### src/rtl/dmdf_queue.sv
// ============================================================================
// dmdf_queue
// Two-entry queue between the front and back parts.
// ============================================================================
`default_nettype none

module dmdf_queue #(
    parameter int WIDTH = 8
) (
    input  wire logic             clk,
    input  wire logic             rst_n,
    input  wire logic             push,
    input  wire logic [WIDTH-1:0] wdata,
    output logic                  full,
    input  wire logic             pop,
    output logic      [WIDTH-1:0] rdata,
    output logic                  empty
);

    logic [WIDTH-1:0] mem_reg [2];
    logic             wr_ptr_reg;
    logic             rd_ptr_reg;
    logic [1:0]       count_reg;
    logic             do_push;
    logic             do_pop;

    assign full    = (count_reg == 2'd2);
    assign empty   = (count_reg == 2'd0);
    assign rdata   = mem_reg[rd_ptr_reg];
    assign do_push = push & ~full;
    assign do_pop  = pop & ~empty;

    // Storage
    always_ff @(posedge clk)
    begin
        if (do_push)
        begin
            mem_reg[wr_ptr_reg] <= wdata;
        end
    end

    // Pointers and fill level
    always_ff @(posedge clk or negedge rst_n)
    begin
        if (!rst_n)
        begin
            wr_ptr_reg <= 1'b0;
            rd_ptr_reg <= 1'b0;
            count_reg  <= 2'd0;
        end
        else
        begin
            if (do_push)
            begin
                wr_ptr_reg <= ~wr_ptr_reg;
            end
            if (do_pop)
            begin
                rd_ptr_reg <= ~rd_ptr_reg;
            end
            if (do_push && !do_pop)
            begin
                count_reg <= count_reg + 2'd1;
            end
            else if (do_pop && !do_push)
            begin
                count_reg <= count_reg - 2'd1;
            end
        end
    end

endmodule

`default_nettype wire

### config.mk
export PLATFORM = sky130hd
export DESIGN_NAME = dmdf_queue
export DESIGN_NICKNAME = d
export VERILOG_FILES = /design/src/rtl/dmdf_queue.sv
export SDC_FILE = /design/constraint.sdc
export NUM_CORES = 1
export LEC_CHECK = 0
export BUFFER_PORTS_ARGS = -buffer_cell sky130_fd_sc_hd__clkbuf_2
export CORE_UTILIZATION = 52
export DETAILED_ROUTE_END_ITERATION = 12
export GPL_TIMING_DRIVEN = 0
export MAX_ROUTING_LAYER = met4
export PLACE_DENSITY = 0.88
export SYNTH_ARGS = -nofsm -noshare
export SYNTH_HDL_FRONTEND = slang
export SYNTH_SLANG_ARGS = --single-unit
export TNS_END_PERCENT = 50
### constraint.sdc
create_clock -name clk -period 2.36 [get_ports clk]
set_input_delay 0.236 -clock clk [delete_from_list [all_inputs] [get_ports clk]]
set_output_delay 0.236 -clock clk [all_outputs]
set_load 0.005 [all_outputs]
==> summary.txt <==
Outcome
  • Status: finished clean

Detailed routing
  • DR DRC count: 0
  • Drt pass-1 iters: 4
  • Detailed Route WL: 1260 um
  • Vias: 423
  • Detail Route Antenna Nets: 0
  • Vias/cell: 4.98
  • Wirelength per Cell: 14.8 um
  • Initial DRC Count: 1

Job
  • Maxcap violations: 0

Synth
  • Sequential share of the synthesized area: 74.2%
  • Distinct cells, synth: 15
  • Synthesis Warnings: 0
  • Syn Area/Cell: 17.8 um^2
  • Seq cells post-synth: 20
  • Syn Nets: 57
  • Post-Syn Area: 782 um^2
  • Post-Synthesis Cells: 44

Clock network
  • CTS tree: yes
  • # clock sinks: 20
  • Max clock buf depth: 2
  • Num CTS Buffers: 3
  • H-tree lvl count: 1
  • Clock-pin slew on the worst setup and hold paths: 0.11 ns
  • Root Buffer: clkbuf_4
  • Clock Latency Late Sink: 0.29 ns
  • CTS resizes: 0

Worst setup path
  • CP max FO: 8
  • Crit. End Element: register
  • Crit path arrival time: 1.55 ns
  • R2R depth: 3
  • Crit path launch type: register
  • CP required: 2.29 ns
  • Worst R2R End: mem_reg[0][0]$_DFFE_PP_
  • R2R Setup Slk: 0.74 ns
  • Reg-to-Reg Start: count_reg[0]$_DFFE_PN0P_
  • Worst Setup Path Type: reg2reg

Place
  • Routability cong.: 0.683
  • Placed cell areas: 906 um^2
  • IO Port Bufs: 21
  • Post-DP HPWL: 979 um

Global routing
  • Vias in the first global route: 391
  • Initial antenna violation count: 0
  • Pin count of the biggest net entering global routing: 12
  • GRT overflow: 0
  • Global-route wire length before repair: 1840 um
  • GRT Total Usage: 19.0%

Timing
  • Setup violations, final: 0
  • Worst slew pin tran: 0.662 ns
  • Relative slew slack: 55.7%
  • Final hold violation count: 0
  • Fin crit period: 1.62 ns
  • Clk_skew: 0.00377 ns
  • Period utilisation layout: 68.6%
  • RSZ-0062 raised after global routing: false
  • Fin Setup TNS: 0 ns
  • Final Max Tran Viols: 0
  • Fin Hold WS: 0.133 ns
  • F_max: 617 MHz

Floorplanning
  • Die area: 1660 um^2
  • Row count: 13
  • Die Y: 40.8 um
  • I/O pin cnt: 22
  • Initial Util: 57.9%
  • Width of the die: 40.8 um
  • Core footprint: 1350 um^2

Min path
  • Worst Hold Path Cells: 1
  • Min-Delay Path Class: in2reg
  • Hold path endpoint: mem_reg[0][5]$_DFFE_PP_
  • Hold Crit Start: wdata[5]

Pwr
  • Power Dens Cells: 1140 nW/um^2
  • VDD IR-drop max: 0.743 mV
  • Leak: 0.000401 uW

Final layout
  • Max reg flops: 16
  • Register area: 581 um^2
  • Layout area overhead: 20.5%
  • Layout fillers: 100
  • Layout Nets: 84
  • Final Cell Area: 942 um^2
  • N_diodes: 0
  • Fraction of layout cells with a size suffix above 1: 41.4%
  • Multi-input gate area: 189 um^2
## cells in the mapped netlist
cell type	number	area share [%]
xnor2_1	2	2.2
dfrtp_1	4	13
mux2_1	6	8.6
and3_1	1	0.80
nand2_2	1	0.80
mux2_2	2	2.9
xor2_1	2	2.2
buf_2	1	0.64
ha_1	1	1.6
nand2b_1	1	0.80
o21ai_1	1	0.64
nor2_1	3	1.4
inv_1	2	0.96
edfxtp_1	16	61
xnor2_2	1	2.1
## cell usage in the layout (no fill, tap or decap), types with 2 or more instances in the layout
cell type   n
clkbuf_2   21
clkbuf_4    3
dfrtp_1     4
edfxtp_1   16
inv_1       2
mux2_1      6
mux2_2      2
nor2_1      3
xnor2_1     2
xor2_1      2
## kinds of logic (layout without fill, tap and decap cells)
family          count (synthesis)  in the layout  synth area share, %
fa+ha+maj                       1              1                 1.60
flops                          20             20                 74.2
xor+xnor                        5              5                 6.56
compound gates                  1              1                0.639
buf+inv                         3             29                 1.60
simple gates                    6              6                 3.84
mux                             8              8                 11.5
## metal layers
layer | track usage (%) | vias up | wire (um)
met2 | 31.3 | 13 | 632
met3 | 1.63 | 2 | 43
met1 | 23.1 | 197 | 560
li1 | - | 211 | -
met4 | 10.0 | 0 | 19
met5 | - | - | 0
## power breakdown
| part | leakage (uW) | switching [uW] | internal, uW | total, uW |
|---|---|---|---|---|
| Clock | 0.0000154 | 98.2 | 61.4 | 160 |
| Sequential | 0.000195 | 52.1 | 494 | 546 |
| Combinational | 0.000190 | 179 | 186 | 365 |
| Total | 0.000401 | 329 | 741 | 1070 |
## worst max-delay path, stage by stage, from the launching register on
cell and delay, ns:
dfrtp_1 0.45, nand2b_1 0.19, nand2_2 0.10, nor2_1 0.52
## worst max path at each step
stage                     cells past startpoint                       to                     start  slack, ns
after floorplan                               3  mem_reg[0][0]$_DFFE_PP_  count_reg[0]$_DFFE_PN0P_       0.97
after global placement                        3  mem_reg[0][2]$_DFFE_PP_  count_reg[0]$_DFFE_PN0P_       0.79
after detailed placement                      3  mem_reg[0][0]$_DFFE_PP_  count_reg[0]$_DFFE_PN0P_       0.74
after CTS                                     3  mem_reg[0][0]$_DFFE_PP_  count_reg[0]$_DFFE_PN0P_       0.72
after global routing                          3  mem_reg[0][4]$_DFFE_PP_  count_reg[0]$_DFFE_PN0P_       0.59
final                                         3  mem_reg[0][0]$_DFFE_PP_  count_reg[0]$_DFFE_PN0P_       0.74
## through the flow
| step | power (uW) | worst slack [ns] | utilization (%) | cells |
|---|---|---|---|---|
| 2_1_floorplan | 785 | 0.968 | - | 44 |
| 3_3_place_gp | 897 | 0.789 | 67.1 | 80 |
| 3_5_place_dp | 924 | 0.740 | 67.1 | 80 |
| 4_1_cts | 1080 | 0.723 | 69.8 | 85 |
| 5_1_grt | 1140 | 0.585 | 69.8 | 85 |
| 6_report | 1070 | 0.741 | 69.8 | 85 |
## repair_timing
action / CTS / global route
endpoints found under the hold margin: 4 / 0
endpoints found under the setup margin: 0 / 0
buffers inserted: 0 / 0
hold buffers: 1 / 0
## final cells by class
type,instances,area share (%)
tap,15,1.99
buffer,1,0.531
clock buffer,3,2.39
clock inverter,1,0.398
timing repair buffer,22,12.2
multi-input combinational,21,20.1
sequential,20,61.6
inverter,2,0.797
No activity file was read; power rests on OpenSTA's default activity.
