===== config.mk =====
export PLATFORM = sky130hd
export DESIGN_NAME = dmdf_front
export DESIGN_NICKNAME = d
export VERILOG_FILES = /design/src/rtl/dmdf_pkg.sv /design/src/rtl/dmdf_rem.sv /design/src/rtl/dmdf_front.sv
export SDC_FILE = /design/constraint.sdc
export NUM_CORES = 1
export LEC_CHECK = 0
export ABC_AREA = 1
export ABC_CLOCK_PERIOD_IN_PS = 6400
export BUFFER_PORTS_ARGS = -buffer_cell sky130_fd_sc_hd__buf_2
export CAP_MARGIN = 20
export CORE_UTILIZATION = 45
export CTS_CLUSTER_SIZE = 25
export DETAILED_ROUTE_END_ITERATION = 16
export GPL_TIMING_DRIVEN = 1
export PLACE_DENSITY = 0.61
export SETUP_SLACK_MARGIN = 0.4
export SLEW_MARGIN = 20
export SYNTH_ARGS = -nofsm -noshare
export SYNTH_HDL_FRONTEND = slang
export SYNTH_SLANG_ARGS = --single-unit

===== constraint.sdc =====
create_clock -name clk -period 6.4 [get_ports clk]
set_input_delay 0.96 -clock clk [delete_from_list [all_inputs] [get_ports clk]]
set_output_delay 0.96 -clock clk [all_outputs]
set_load 0.01 [all_outputs]

===== src/rtl/dmdf_pkg.sv =====
// ============================================================================
// dmdf_pkg
// Shared types and constants for the direct-mapped duplicate filter: the
// item structs on both channels, the configuration set and the job word
// that travels from the front part to the back part.
// ============================================================================
`default_nettype none

package dmdf_pkg;

    // Configuration port geometry
    localparam int CFG_INDEX_W = 2;
    localparam int CFG_DATA_W  = 8;

    // Register indexes
    typedef logic [CFG_INDEX_W-1:0] reg_index_t;
    localparam reg_index_t REG_TEAM_NUMBER          = 2'd0;
    localparam reg_index_t REG_SERVICE_NUMBER       = 2'd1;
    localparam reg_index_t REG_ROUND_BUCKET_COUNT   = 2'd2;
    localparam reg_index_t REG_PAYLOAD_BUCKET_COUNT = 2'd3;

    // Reset values of the bucket counts
    localparam logic [6:0] ROUND_BUCKETS_RESET   = 7'd26;
    localparam logic [4:0] PAYLOAD_BUCKETS_RESET = 5'd5;

    // Remainder unit: dividend bits retired per cycle, steps per item
    localparam int REM_BITS_PER_STEP = 4;
    localparam int REM_STEPS         = 16 / REM_BITS_PER_STEP;

    // Input item
    typedef struct packed {
        logic [15:0] submitter_id;
        logic [15:0] owner_id;
        logic [15:0] service_index;
        logic [15:0] round_number;
        logic [15:0] payload_value;
    } submission_t;

    // Result item
    typedef struct packed {
        logic        possibly_new;
        logic        in_range;
        logic [31:0] hit_total;
        logic [31:0] miss_total;
    } verdict_t;

    // Configuration set
    typedef struct packed {
        logic [7:0] team_number;
        logic [3:0] service_number;
        logic [6:0] round_bucket_count;
        logic [4:0] payload_bucket_count;
    } cfg_t;

    // Work handed to the back part (slot address travels beside it)
    typedef struct packed {
        logic        check;
        logic [31:0] key;
    } job_t;

endpackage

`default_nettype wire


===== src/rtl/dmdf_rem.sv =====
// ============================================================================
// dmdf_rem
// Two-lane restoring remainder unit: round mod round_bucket_count and
// payload mod payload_bucket_count, four dividend bits per cycle.
// ============================================================================
`default_nettype none

module dmdf_rem (
    input  wire logic        clk,
    input  wire logic        rst_n,
    input  wire logic        start,
    input  wire logic [15:0] round_number,
    input  wire logic [15:0] payload_value,
    input  wire logic [6:0]  round_divisor,
    input  wire logic [4:0]  payload_divisor,
    output logic      [6:0]  round_rem,
    output logic      [4:0]  payload_rem
);
    import dmdf_pkg::*;

    logic [15:0] rnd_sh_reg;
    logic [15:0] rnd_sh_next;
    logic [15:0] pay_sh_reg;
    logic [15:0] pay_sh_next;
    logic [6:0]  rrem_reg;
    logic [6:0]  rrem_next;
    logic [4:0]  prem_reg;
    logic [4:0]  prem_next;
    logic [1:0]  step_reg;
    logic        busy_reg;

    assign round_rem   = rrem_reg;
    assign payload_rem = prem_reg;

    // Four shift-compare-subtract steps per lane
    always_comb
    begin
        logic [7:0] rt;
        logic [5:0] pt;
        rrem_next   = rrem_reg;
        prem_next   = prem_reg;
        rnd_sh_next = rnd_sh_reg;
        pay_sh_next = pay_sh_reg;
        rt          = '0;
        pt          = '0;
        for (int i = 0; i < REM_BITS_PER_STEP; i++)
        begin
            rt          = {rrem_next, rnd_sh_next[15]};
            pt          = {prem_next, pay_sh_next[15]};
            rnd_sh_next = {rnd_sh_next[14:0], 1'b0};
            pay_sh_next = {pay_sh_next[14:0], 1'b0};
            if (rt >= round_divisor)
            begin
                rt = rt - round_divisor;
            end
            if (pt >= payload_divisor)
            begin
                pt = pt - payload_divisor;
            end
            rrem_next = rt[6:0];
            prem_next = pt[4:0];
        end
    end

    // Step control
    always_ff @(posedge clk or negedge rst_n)
    begin
        if (!rst_n)
        begin
            busy_reg <= 1'b0;
            step_reg <= 2'd0;
        end
        else if (start)
        begin
            busy_reg <= 1'b1;
            step_reg <= 2'd0;
        end
        else if (busy_reg)
        begin
            step_reg <= step_reg + 2'd1;
            if (step_reg == 2'(REM_STEPS - 1))
            begin
                busy_reg <= 1'b0;
            end
        end
    end

    // Datapath
    always_ff @(posedge clk)
    begin
        if (start)
        begin
            rnd_sh_reg <= round_number;
            pay_sh_reg <= payload_value;
            rrem_reg   <= '0;
            prem_reg   <= '0;
        end
        else if (busy_reg)
        begin
            rnd_sh_reg <= rnd_sh_next;
            pay_sh_reg <= pay_sh_next;
            rrem_reg   <= rrem_next;
            prem_reg   <= prem_next;
        end
    end

endmodule

`default_nettype wire


===== src/rtl/dmdf_front.sv =====
// ============================================================================
// dmdf_front
// Front part: takes an item, checks the ids, forms the slot index by
// mixed-radix packing (one multiply per cycle) and queues the job.
// ============================================================================
`default_nettype none

module dmdf_front #(
    parameter int SLOT_ENTRIES = 65536
) (
    input  wire logic                                   clk,
    input  wire logic                                   rst_n,
    input  wire logic                                   take,
    input  wire dmdf_pkg::submission_t                  submission,
    input  wire dmdf_pkg::cfg_t                         cfg,
    output logic                                        idle,
    output logic                                        q_push,
    output logic [$clog2(SLOT_ENTRIES)+$bits(dmdf_pkg::job_t)-1:0] q_data,
    input  wire logic                                   q_full
);
    import dmdf_pkg::*;

    localparam int AW = $clog2(SLOT_ENTRIES);

    typedef enum logic [3:0] {
        F_IDLE = 4'b0001,
        F_CALC = 4'b0010,
        F_SUM  = 4'b0100,
        F_PUSH = 4'b1000
    } front_state_t;

    front_state_t state_reg;
    front_state_t state_next;
    logic [1:0]   step_reg;
    logic [7:0]   sub_reg;
    logic [7:0]   own_reg;
    logic [3:0]   svc_reg;
    logic         ok_reg;
    logic [31:0]  key_reg;
    logic [31:0]  acc_reg;
    logic [31:0]  acc_next;
    logic [31:0]  idx_reg;
    logic [15:0]  sub_id;
    logic [15:0]  own_id;
    logic [15:0]  svc_id;
    logic         ids_ok;
    logic [6:0]   round_rem;
    logic [4:0]   payload_rem;
    job_t         job;

    // Zero-based ids and range check
    assign sub_id = submission.submitter_id - 16'd1;
    assign own_id = submission.owner_id - 16'd1;
    assign svc_id = submission.service_index - 16'd1;
    assign ids_ok = (sub_id < 16'(cfg.team_number))
                  && (own_id < 16'(cfg.team_number))
                  && (svc_id < 16'(cfg.service_number))
                  && (cfg.round_bucket_count != '0)
                  && (cfg.payload_bucket_count != '0);

    dmdf_rem u_rem (
        .clk             (clk),
        .rst_n           (rst_n),
        .start           (take),
        .round_number    (submission.round_number),
        .payload_value   (submission.payload_value),
        .round_divisor   (cfg.round_bucket_count),
        .payload_divisor (cfg.payload_bucket_count),
        .round_rem       (round_rem),
        .payload_rem     (payload_rem)
    );

    // One packing multiply per step
    always_comb
    begin
        unique case (step_reg)
            2'd0: acc_next = 32'(sub_reg) * 32'(cfg.service_number) + 32'(svc_reg);
            2'd1: acc_next = 32'(acc_reg[11:0]) * 32'(cfg.team_number) + 32'(own_reg);
            2'd2: acc_next = 32'(acc_reg[19:0]) * 32'(cfg.round_bucket_count);
            2'd3: acc_next = 32'(acc_reg[26:0]) * 32'(cfg.payload_bucket_count);
            default: acc_next = acc_reg;
        endcase
    end

    // Sequencer
    always_comb
    begin
        state_next = state_reg;
        unique case (state_reg)
            F_IDLE: if (take) state_next = F_CALC;
            F_CALC: if (step_reg == 2'(REM_STEPS - 1)) state_next = F_SUM;
            F_SUM:  state_next = F_PUSH;
            F_PUSH: if (!q_full) state_next = F_IDLE;
            default: state_next = F_IDLE;
        endcase
    end

    always_ff @(posedge clk or negedge rst_n)
    begin
        if (!rst_n)
        begin
            state_reg <= F_IDLE;
            step_reg  <= 2'd0;
        end
        else
        begin
            state_reg <= state_next;
            if (state_reg == F_CALC)
            begin
                step_reg <= step_reg + 2'd1;
            end
            else
            begin
                step_reg <= 2'd0;
            end
        end
    end

    // Item fields and index datapath
    always_ff @(posedge clk)
    begin
        if (take)
        begin
            sub_reg <= sub_id[7:0];
            own_reg <= own_id[7:0];
            svc_reg <= svc_id[3:0];
            ok_reg  <= ids_ok;
            key_reg <= {submission.payload_value, submission.round_number};
        end
        if (state_reg == F_CALC)
        begin
            acc_reg <= acc_next;
        end
        if (state_reg == F_SUM)
        begin
            idx_reg <= acc_reg + 32'(round_rem) * 32'(cfg.payload_bucket_count)
                     + 32'(payload_rem);
        end
    end

    // Job to the back part
    assign job.check = ok_reg && (idx_reg < 32'(SLOT_ENTRIES));
    assign job.key   = key_reg;
    assign q_data    = {idx_reg[AW-1:0], job};
    assign q_push    = (state_reg == F_PUSH);
    assign idle      = (state_reg == F_IDLE);

endmodule

`default_nettype wire


==> impl_metrics.py, run 1 <==
metrics = {
    "status": {
        "run_status": "complete, no violations",
    },
    "drt": {
        "wl_um": 64200,
        "num_vias": 21200,
        "via_per_inst": 5.00,
        "drtPass1Iterations": 5,
        "wl_per_cell_um": 15.1,
        "drc": 0,
        "dr.first_iter.drc_count": 1190,
        "ant_nets": 0,
    },
    "floorplan": {
        "start_util": 0.455,
        "pin_count": 159,
        "fp.dieW_um": 241,
        "coreArea_sq_um": 56300,
        "dieArea_sq_um": 57900,
        "placementRows": 87,
        "die_h_um": 241,
    },
    "clock_network": {
        "cts_hold_buf": 0,
        "cts_buffers": 17,
        "htree_levels": 4,
        "cts_tree": "yes",
        "path_clk_slew_ns": 0.08,
        "clockBufferDepth": 2,
        "clock_sinks": 170,
        "clock_latency_ns": 0.49,
        "cts_root_buf": "clkbuf_16",
    },
    "placed_design": {
        "io_buffers": 158,
        "place_area_sq_um": 27400,
        "place.gp.congestion": 0.906,
        "place_hpwl_um": 52000,
    },
    "logic_synthesis": {
        "yosysUniqueCellTypes": 62,
        "syn_area_sq_um": 25600,
        "avgSynthCellArea_sq_um": 7.66,
        "synth_area_leaders": "fa_1, edfxtp_1, nand2_1, ha_1, inv_1",
        "yosysSeqAreaShare": 0.193,
        "async_flop_share": 0.0529,
        "yosysTopAreaCellShare": 0.221,
        "synth_ff_type": "edfxtp_1",
        "synth_edf_count": 149,
        "ys_ff_latch": 170,
        "synth_area_leader_cell": "fa_1",
        "synth_warnings": 0,
        "syn_nets": 4004,
        "syn-instance-count": 3346,
    },
    "setup_path": {
        "required_ns": 6.79,
        "critPathMostFrequentCell": "nand2_2",
        "crit_fanout": 7,
        "cpMaxStageDelayCell": "fa_2",
        "max_stage_delay_ns": 0.40,
        "crit_path_start_kind": "input pin",
        "worstPathArrival_ns": 6.19,
        "cp-end-kind": "register",
        "criticalPathCategory": "in -> reg",
    },
    "timing": {
        "clock.fmax_mhz": 172,
        "rsz0062_at_grt": "true",
        "hold_viol_final": 0,
        "max_slew_margin": 0.284,
        "slew_viol_final": 0,
        "setup_violations": 0,
        "holdWs_ns": 0.363,
        "worstMarginPinSlew_ns": 1.07,
        "skew_ns": 0.0167,
        "post-route-min-period_ns": 5.80,
        "period_share": 0.907,
    },
    "global_routing": {
        "antenna_found_initial": 0,
        "grt_usage": 0.233,
        "overflow": 0,
        "grt_pass1_wl_um": 107000,
        "grt_max_degree": 51,
        "grt_pass1_vias": 21000,
    },
    "final_layout": {
        "fillers": 5629,
        "syn2layout_area_growth_pct": 11.4,
        "final_area_sq_um": 28500,
        "layout.nets": 4138,
        "final_cell_mix": "nand2_1, inv_1, fa_1",
        "drive_above_1_share": 0.117,
        "n_antenna_cell": 0,
        "layout_commonest_cell": "nand2_1",
    },
    "flow_run": {
        "cap_viol_max_count": 0,
    },
    "hold_path": {
        "hold_class": "in -> async",
    },
}
## synth_stat cells (all sizes together) (10+ instances only)
master,n
nand2,936
inv,703
fa,283
ha,267
a21oi,178
nor2,156
edfxtp,149
nand3,146
o21ai,128
clkbuf,101
xor2,52
xnor2,40
nor3,29
nand4,28
buf,23
or2,14
dfxtp,12
nor4,11
o21bai,10
## worst max-delay path, delay by kind of cell
family | cells | cell delay (ns)
adder cells (fa/ha/maj) | 5 | 1.57
AND/OR/NAND/NOR | 28 | 2.34
buffers and inverters | 6 | 0.43
AO/OA/AOI/OAI | 5 | 0.91
## layer usage
layer  track usage  vias to the layer above  routed length, um
li1              -                    10700                  -
met1         0.324                    10100              30500
met2         0.385                      427              29800
met3        0.0281                       58               2800
met4        0.0571                        0                993
met5             0                        -                  0
## path summary, 6_finish.rpt
kind | startpoint | to | slack (ns) | cells past startpoint
worst max-delay path | cfg[5] | u_rem.round_rem[4] | 0.60 | 44
worst min-delay path | rst_n | state_reg[1] | 0.36 | 1
worst max register to register | u_rem.rnd_sh_reg[15] | u_rem.round_rem[4] | 0.63 | 44
worst min register to register | u_rem.payload_rem[3] | u_rem.payload_rem[3] | 0.48 | 2
max in group asynchronous | rst_n | state_reg[0] | 5.75 | 1
min in group clk | u_rem.payload_rem[3] | u_rem.payload_rem[3] | 0.48 | 2
## kinds of logic (layout without fill, tap and decap cells)
family,Yosys count,in the layout,synth area share
and+or+nand+nor,1332,1334,0.218
buffers and inverters,830,975,0.124
adders and majority gates,550,550,0.351
AOI/OAI and AO/OA,372,372,0.0818
DFF,170,170,0.193
xor gates and xnor gates,92,92,0.0314
## timing repair
action / CTS / global route
buffers inserted: 0 / 18
gates resized for setup: 0 / 86
setup endpoints to repair: 0 / 12
## metrics by stage
step / util / setup slack (ns) / instances / setup TNS, ns
after detailed placement: 0.486 / -0.0463 / 4197 / -0.174
final: 0.507 / 0.598 / 4249 / 0
after global routing: 0.507 / 0.248 / 4249 / 0
after global placement: 0.486 / 0.0115 / 4197 / 0
after floorplan: - / 0.410 / 3346 / 0
after CTS: 0.498 / 0.480 / 4229 / 0
## area by class of cell
| cell class | count | area (sq um) | area share |
|---|---|---|---|
| clock buffer | 18 | 429 | 0.0150 |
| timing repair buffer | 237 | 1400 | 0.0491 |
| tap | 756 | 946 | 0.0331 |
| clock inverter | 14 | 213 | 0.00745 |
| inverter | 706 | 2650 | 0.0930 |
| sequential | 170 | 4940 | 0.173 |
| multi-input combinational | 2348 | 18000 | 0.629 |
Power of run 1 is not shown: default switching activity piles up to over one toggle a cycle in this logic, so the estimate is an artifact.
==> run 2, diff against run 1 <==
- REMOVE_ABC_BUFFERS: unset -> 1
==> impl_metrics.py, run 2 (synthesis results as in run 1) <==
metrics = {
    "floorplan": {
        "start_util": 0.455,
        "placementRows": 87,
        "die_h_um": 241,
        "fp.dieW_um": 241,
        "pin_count": 159,
        "dieArea_sq_um": 57900,
        "coreArea_sq_um": 56300,
    },
    "drt": {
        "wl_um": 66700,
        "ant_nets": 0,
        "dr.first_iter.drc_count": 1053,
        "drtPass1Iterations": 6,
        "drc": 0,
        "num_vias": 21500,
        "via_per_inst": 5.00,
        "wl_per_cell_um": 15.5,
    },
    "global_routing": {
        "grt_max_degree": 90,
        "grt_pass1_vias": 21500,
        "antenna_found_initial": 0,
        "overflow": 0,
        "grt_usage": 0.241,
        "grt_pass1_wl_um": 110000,
    },
    "placed_design": {
        "place.gp.congestion": 0.922,
        "place_hpwl_um": 54400,
        "io_buffers": 158,
    },
    "timing": {
        "rsz0062_at_grt": "true",
        "period_share": 0.893,
        "slew_viol_final": 0,
        "max_slew_margin": 0.275,
        "clock.fmax_mhz": 175,
        "hold_viol_final": 0,
        "setup_violations": 0,
        "skew_ns": 0.0245,
        "setup_tns_ns": 0,
        "worstMarginPinSlew_ns": 1.08,
        "post-route-min-period_ns": 5.72,
    },
    "setup_path": {
        "max_stage_delay_ns": 0.41,
        "r2r-start": "u_rem.rnd_sh_reg[15]",
        "crit_path_start_kind": "input pin",
        "cp-end-kind": "register",
        "criticalPathCategory": "in -> reg",
        "rrSetupSlack_ns": 0.74,
        "crit_fanout": 6,
        "worst-path-buf-inv": 8,
        "cpMaxStageDelayCell": "fa_2",
        "required_ns": 6.79,
        "critPathMostFrequentCell": "nand2_2",
        "reg2reg_to": "u_rem.round_rem[4]",
        "rr_worst_depth": 46,
        "critical_path.top_delay_family": "simple AND/OR/NAND/NOR gates",
        "worstPathArrival_ns": 6.11,
    },
    "clock_network": {
        "clock_latency_ns": 0.51,
        "cts_buffers": 17,
        "path_clk_slew_ns": 0.09,
        "cts_root_buf": "clkbuf_16",
        "clock_sinks": 170,
        "cts_tree": "yes",
        "cts_hold_buf": 0,
        "htree_levels": 4,
        "clockBufferDepth": 2,
    },
    "final_layout": {
        "layout.nets": 4185,
        "final_cell_mix": "nand2_1, inv_1, fa_1",
        "drive_above_1_share": 0.126,
        "n_antenna_cell": 0,
        "syn2layout_area_growth_pct": 12.4,
        "layout_commonest_cell": "nand2_1",
    },
    "flow_run": {
        "cap_viol_max_count": 0,
    },
    "hold_path": {
        "hold_class": "in -> async",
    },
    "status": {
        "run_status": "complete, no violations",
    },
}
run 2: how the worst max path moves through the flow:
| stage | from | end | slack, ns | depth (start not counted) |
|---|---|---|---|---|
| global placement | cfg[5] | u_rem.round_rem[2] | -0.09 | 47 |
| detailed placement | cfg[5] | u_rem.round_rem[5] | -0.18 | 47 |
| global route | cfg[5] | u_rem.round_rem[2] | 0.27 | 49 |
| floorplan | cfg[5] | u_rem.round_rem[1] | 0.16 | 47 |
| CTS | cfg[5] | u_rem.round_rem[2] | 0.40 | 47 |
| finish | cfg[5] | u_rem.round_rem[4] | 0.68 | 46 |
run 2: per-stage QoR:
| stage | cell area [sq um] | hold WS, ns | utilization | setup WS (ns) | std cells |
|---|---|---|---|---|---|
| after detailed placement | 27700 | 0.493 | 0.492 | -0.176 | 4250 |
| final | 28800 | 0.282 | 0.512 | 0.684 | 4296 |
| after global placement | 27700 | 0.492 | 0.492 | -0.0894 | 4249 |
| after global routing | 28800 | 0.278 | 0.512 | 0.269 | 4296 |
| after CTS | 28300 | 0.249 | 0.503 | 0.400 | 4284 |
| after floorplan | 25100 | 0.448 | - | 0.158 | 3222 |
run 2: what timing repair did:
item / CTS / global route
gates resized for setup: 3 / 87
pin swaps: 0 / 31
buffers inserted: 2 / 11
cloned: 0 / 1
endpoints found under the setup margin: 12 / 12
run 2: final cells by class:
| type | instances | area (sq um) |
|---|---|---|
| timing repair buffer | 285 | 1750 |
| clock buffer | 17 | 425 |
| clock inverter | 15 | 193 |
| multi-input combinational | 2347 | 17900 |
| inverter | 706 | 2650 |
| fill | 5585 | 27500 |
| sequential | 170 | 4940 |
| tap | 756 | 946 |
run 2: metal layers:
| metal | vias up | wire (um) | GRT usage |
|---|---|---|---|
| li1 | 10700 | - | - |
| met1 | 10300 | 30400 | 0.316 |
| met2 | 410 | 32300 | 0.416 |
| met3 | 81 | 2480 | 0.0323 |
| met4 | 0 | 1540 | 0.0695 |
| met5 | - | 0 | 0 |
Power of run 2 is left out for the same reason.
==> run 3, diff against run 2 <==
--- a/config.mk
+++ b/config.mk
@@ -15,4 +15,5 @@
 export GPL_TIMING_DRIVEN = 1
 export PLACE_DENSITY = 0.61
+export RECOVER_POWER = 100
 export REMOVE_ABC_BUFFERS = 1
 export SETUP_SLACK_MARGIN = 0.4
==> constraint.sdc (replaced) <==
create_clock -name clk -period 6.4 [get_ports clk]
set_input_delay 0.96 -clock clk [delete_from_list [all_inputs] [get_ports clk]]
set_output_delay 0.96 -clock clk [all_outputs]
set_load 0.005 [all_outputs]
==> impl_metrics.py, run 3 (synthesis results as in run 1) <==
metrics = {
    "clock_network": {
        "cts_tree": "yes",
        "path_clk_slew_ns": 0.09,
        "cts_root_buf": "clkbuf_16",
        "cts_buffers": 17,
        "clockBufferDepth": 2,
        "cts_hold_buf": 0,
        "htree_levels": 4,
        "clock_sinks": 170,
        "clock_latency_ns": 0.51,
    },
    "global_routing": {
        "grt_max_degree": 90,
        "overflow": 0,
        "antenna_found_initial": 0,
        "grt_pass1_wl_um": 110000,
        "grt_usage": 0.241,
        "grt_pass1_vias": 21500,
    },
    "setup_path": {
        "crit_fanout": 38,
        "startpoint": "cfg[0]",
        "criticalPathCategory": "in -> reg",
        "r2r-start": "u_rem.pay_sh_reg[15]",
        "cp-end-kind": "register",
        "required_ns": 6.73,
        "crit_path_start_kind": "input pin",
        "worstPathArrival_ns": 6.20,
    },
    "placed_design": {
        "place_hpwl_um": 54400,
        "post-place-ws_ns": -0.176,
        "io_buffers": 158,
        "place_area_sq_um": 27700,
        "place.gp.congestion": 0.922,
    },
    "timing": {
        "holdWs_ns": 0.378,
        "setup_ws_ns": 0.537,
        "worstMarginPinSlew_ns": 2.15,
        "post-route-min-period_ns": 5.86,
        "period_share": 0.916,
        "clock.fmax_mhz": 171,
        "setup_violations": 0,
        "max_slew_margin": -0.433,
        "hold_viol_final": 0,
        "rsz0062_at_grt": "true",
        "skew_ns": 0.0234,
        "slew_viol_final": 101,
    },
    "floorplan": {
        "fp.dieW_um": 241,
        "start_util": 0.455,
        "coreArea_sq_um": 56300,
        "pin_count": 159,
        "dieArea_sq_um": 57900,
        "die_h_um": 241,
        "placementRows": 87,
    },
    "final_layout": {
        "layout_commonest_cell": "nand2_1",
        "syn2layout_area_growth_pct": 11.9,
        "final_area_sq_um": 28700,
        "fillers": 5612,
        "seqCellArea_sq_um": 4940,
        "multi_input_area_sq_um": 17900,
        "final_cell_mix": "nand2_1, inv_1, fa_1",
        "layout.nets": 4185,
        "n_antenna_cell": 0,
        "drive_above_1_share": 0.105,
    },
    "flow_run": {
        "cap_viol_max_count": 3,
    },
    "drt": {
        "num_vias": 21400,
        "dr.first_iter.drc_count": 1036,
        "wl_per_cell_um": 15.5,
        "via_per_inst": 4.99,
        "drtPass1Iterations": 5,
        "ant_nets": 0,
        "wl_um": 66700,
        "drc": 0,
    },
    "hold_path": {
        "hold_class": "in -> async",
    },
    "status": {
        "violations": "capacitance limit, slew limit",
        "run_status": "finished, violations left",
    },
}
## run 3: cell types whose count changed in the layout (fill, tap and decap cells not counted), moves of 2 or more
cell | before | now
o21ai_2 | 6 | 4
buf_4 | 126 | 120
nor3_2 | 5 | 3
nor3_1 | 24 | 26
o21ai_1 | 7 | 4
buf_2 | 157 | 98
clkbuf_1 | 0 | 66
o21ai_0 | 112 | 117
## run 3: cell type report
type	instances	share of cell area
Multi-Input combinational cell	2347	0.623
Tap cell	756	0.0330
Timing Repair Buffer	285	0.0575
Clock inverter	15	0.00672
Sequential cell	170	0.172
Inverter	706	0.0924
Clock buffer	17	0.0148
## run 3: per-stage QoR
stage / std cells / TNS (ns) / utilization
2_1_floorplan: 3222 / 0 / -
3_3_place_gp: 4249 / -0.602 / 0.492
3_5_place_dp: 4250 / -1.62 / 0.492
4_1_cts: 4284 / 0 / 0.503
5_1_grt: 4296 / 0 / 0.510
6_report: 4296 / 0 / 0.510
## run 3: critical path, stage by stage
cell      delay (ns)
clkbuf_1        0.18
buf_4           0.47
nand2_1         0.15
fa_1            0.52
fa_1            0.55
inv_1           0.05
fa_1            0.49
fa_1            0.41
ha_1            0.34
o21a_1          0.17
a31oi_1         0.18
o21ai_0         0.67
nand2_1         0.33
nor2_1          0.29
nand2_1         0.12
nor2_1          0.13
xor2_1          0.19
## run 3: worst paths after layout
path                                         to  slack, ns  depth (start not counted)
min                              u_rem.busy_reg       0.38                          1
max in group asynchronous          state_reg[0]       5.66                          1
min reg2reg                u_rem.payload_rem[3]       0.50                          2
max                                 idx_reg[29]       0.54                         17
min in group clk           u_rem.payload_rem[3]       0.50                          2
max reg2reg                u_rem.payload_rem[0]       0.67                         37
## run 3: metal layers
| layer | global-route usage | part of all wire | vias up | routed length [um] |
|---|---|---|---|---|
| li1 | - | - | 10700 | - |
| met1 | 0.316 | 0.46 | 10200 | 30600 |
| met2 | 0.416 | 0.48 | 392 | 32300 |
| met3 | 0.0323 | 0.036 | 76 | 2380 |
| met4 | 0.0695 | 0.022 | 0 | 1480 |
| met5 | 0 | 0 | - | 0 |
## run 3: repair_timing
item,4_1_cts,5_1_grt
buffers inserted,2,11
endpoints found under the setup margin,12,12
gates cloned,0,1
pin swaps,0,31
resized for setup,3,87
hold endpoints to repair,0,0
Power of run 3 is left out for the same reason.
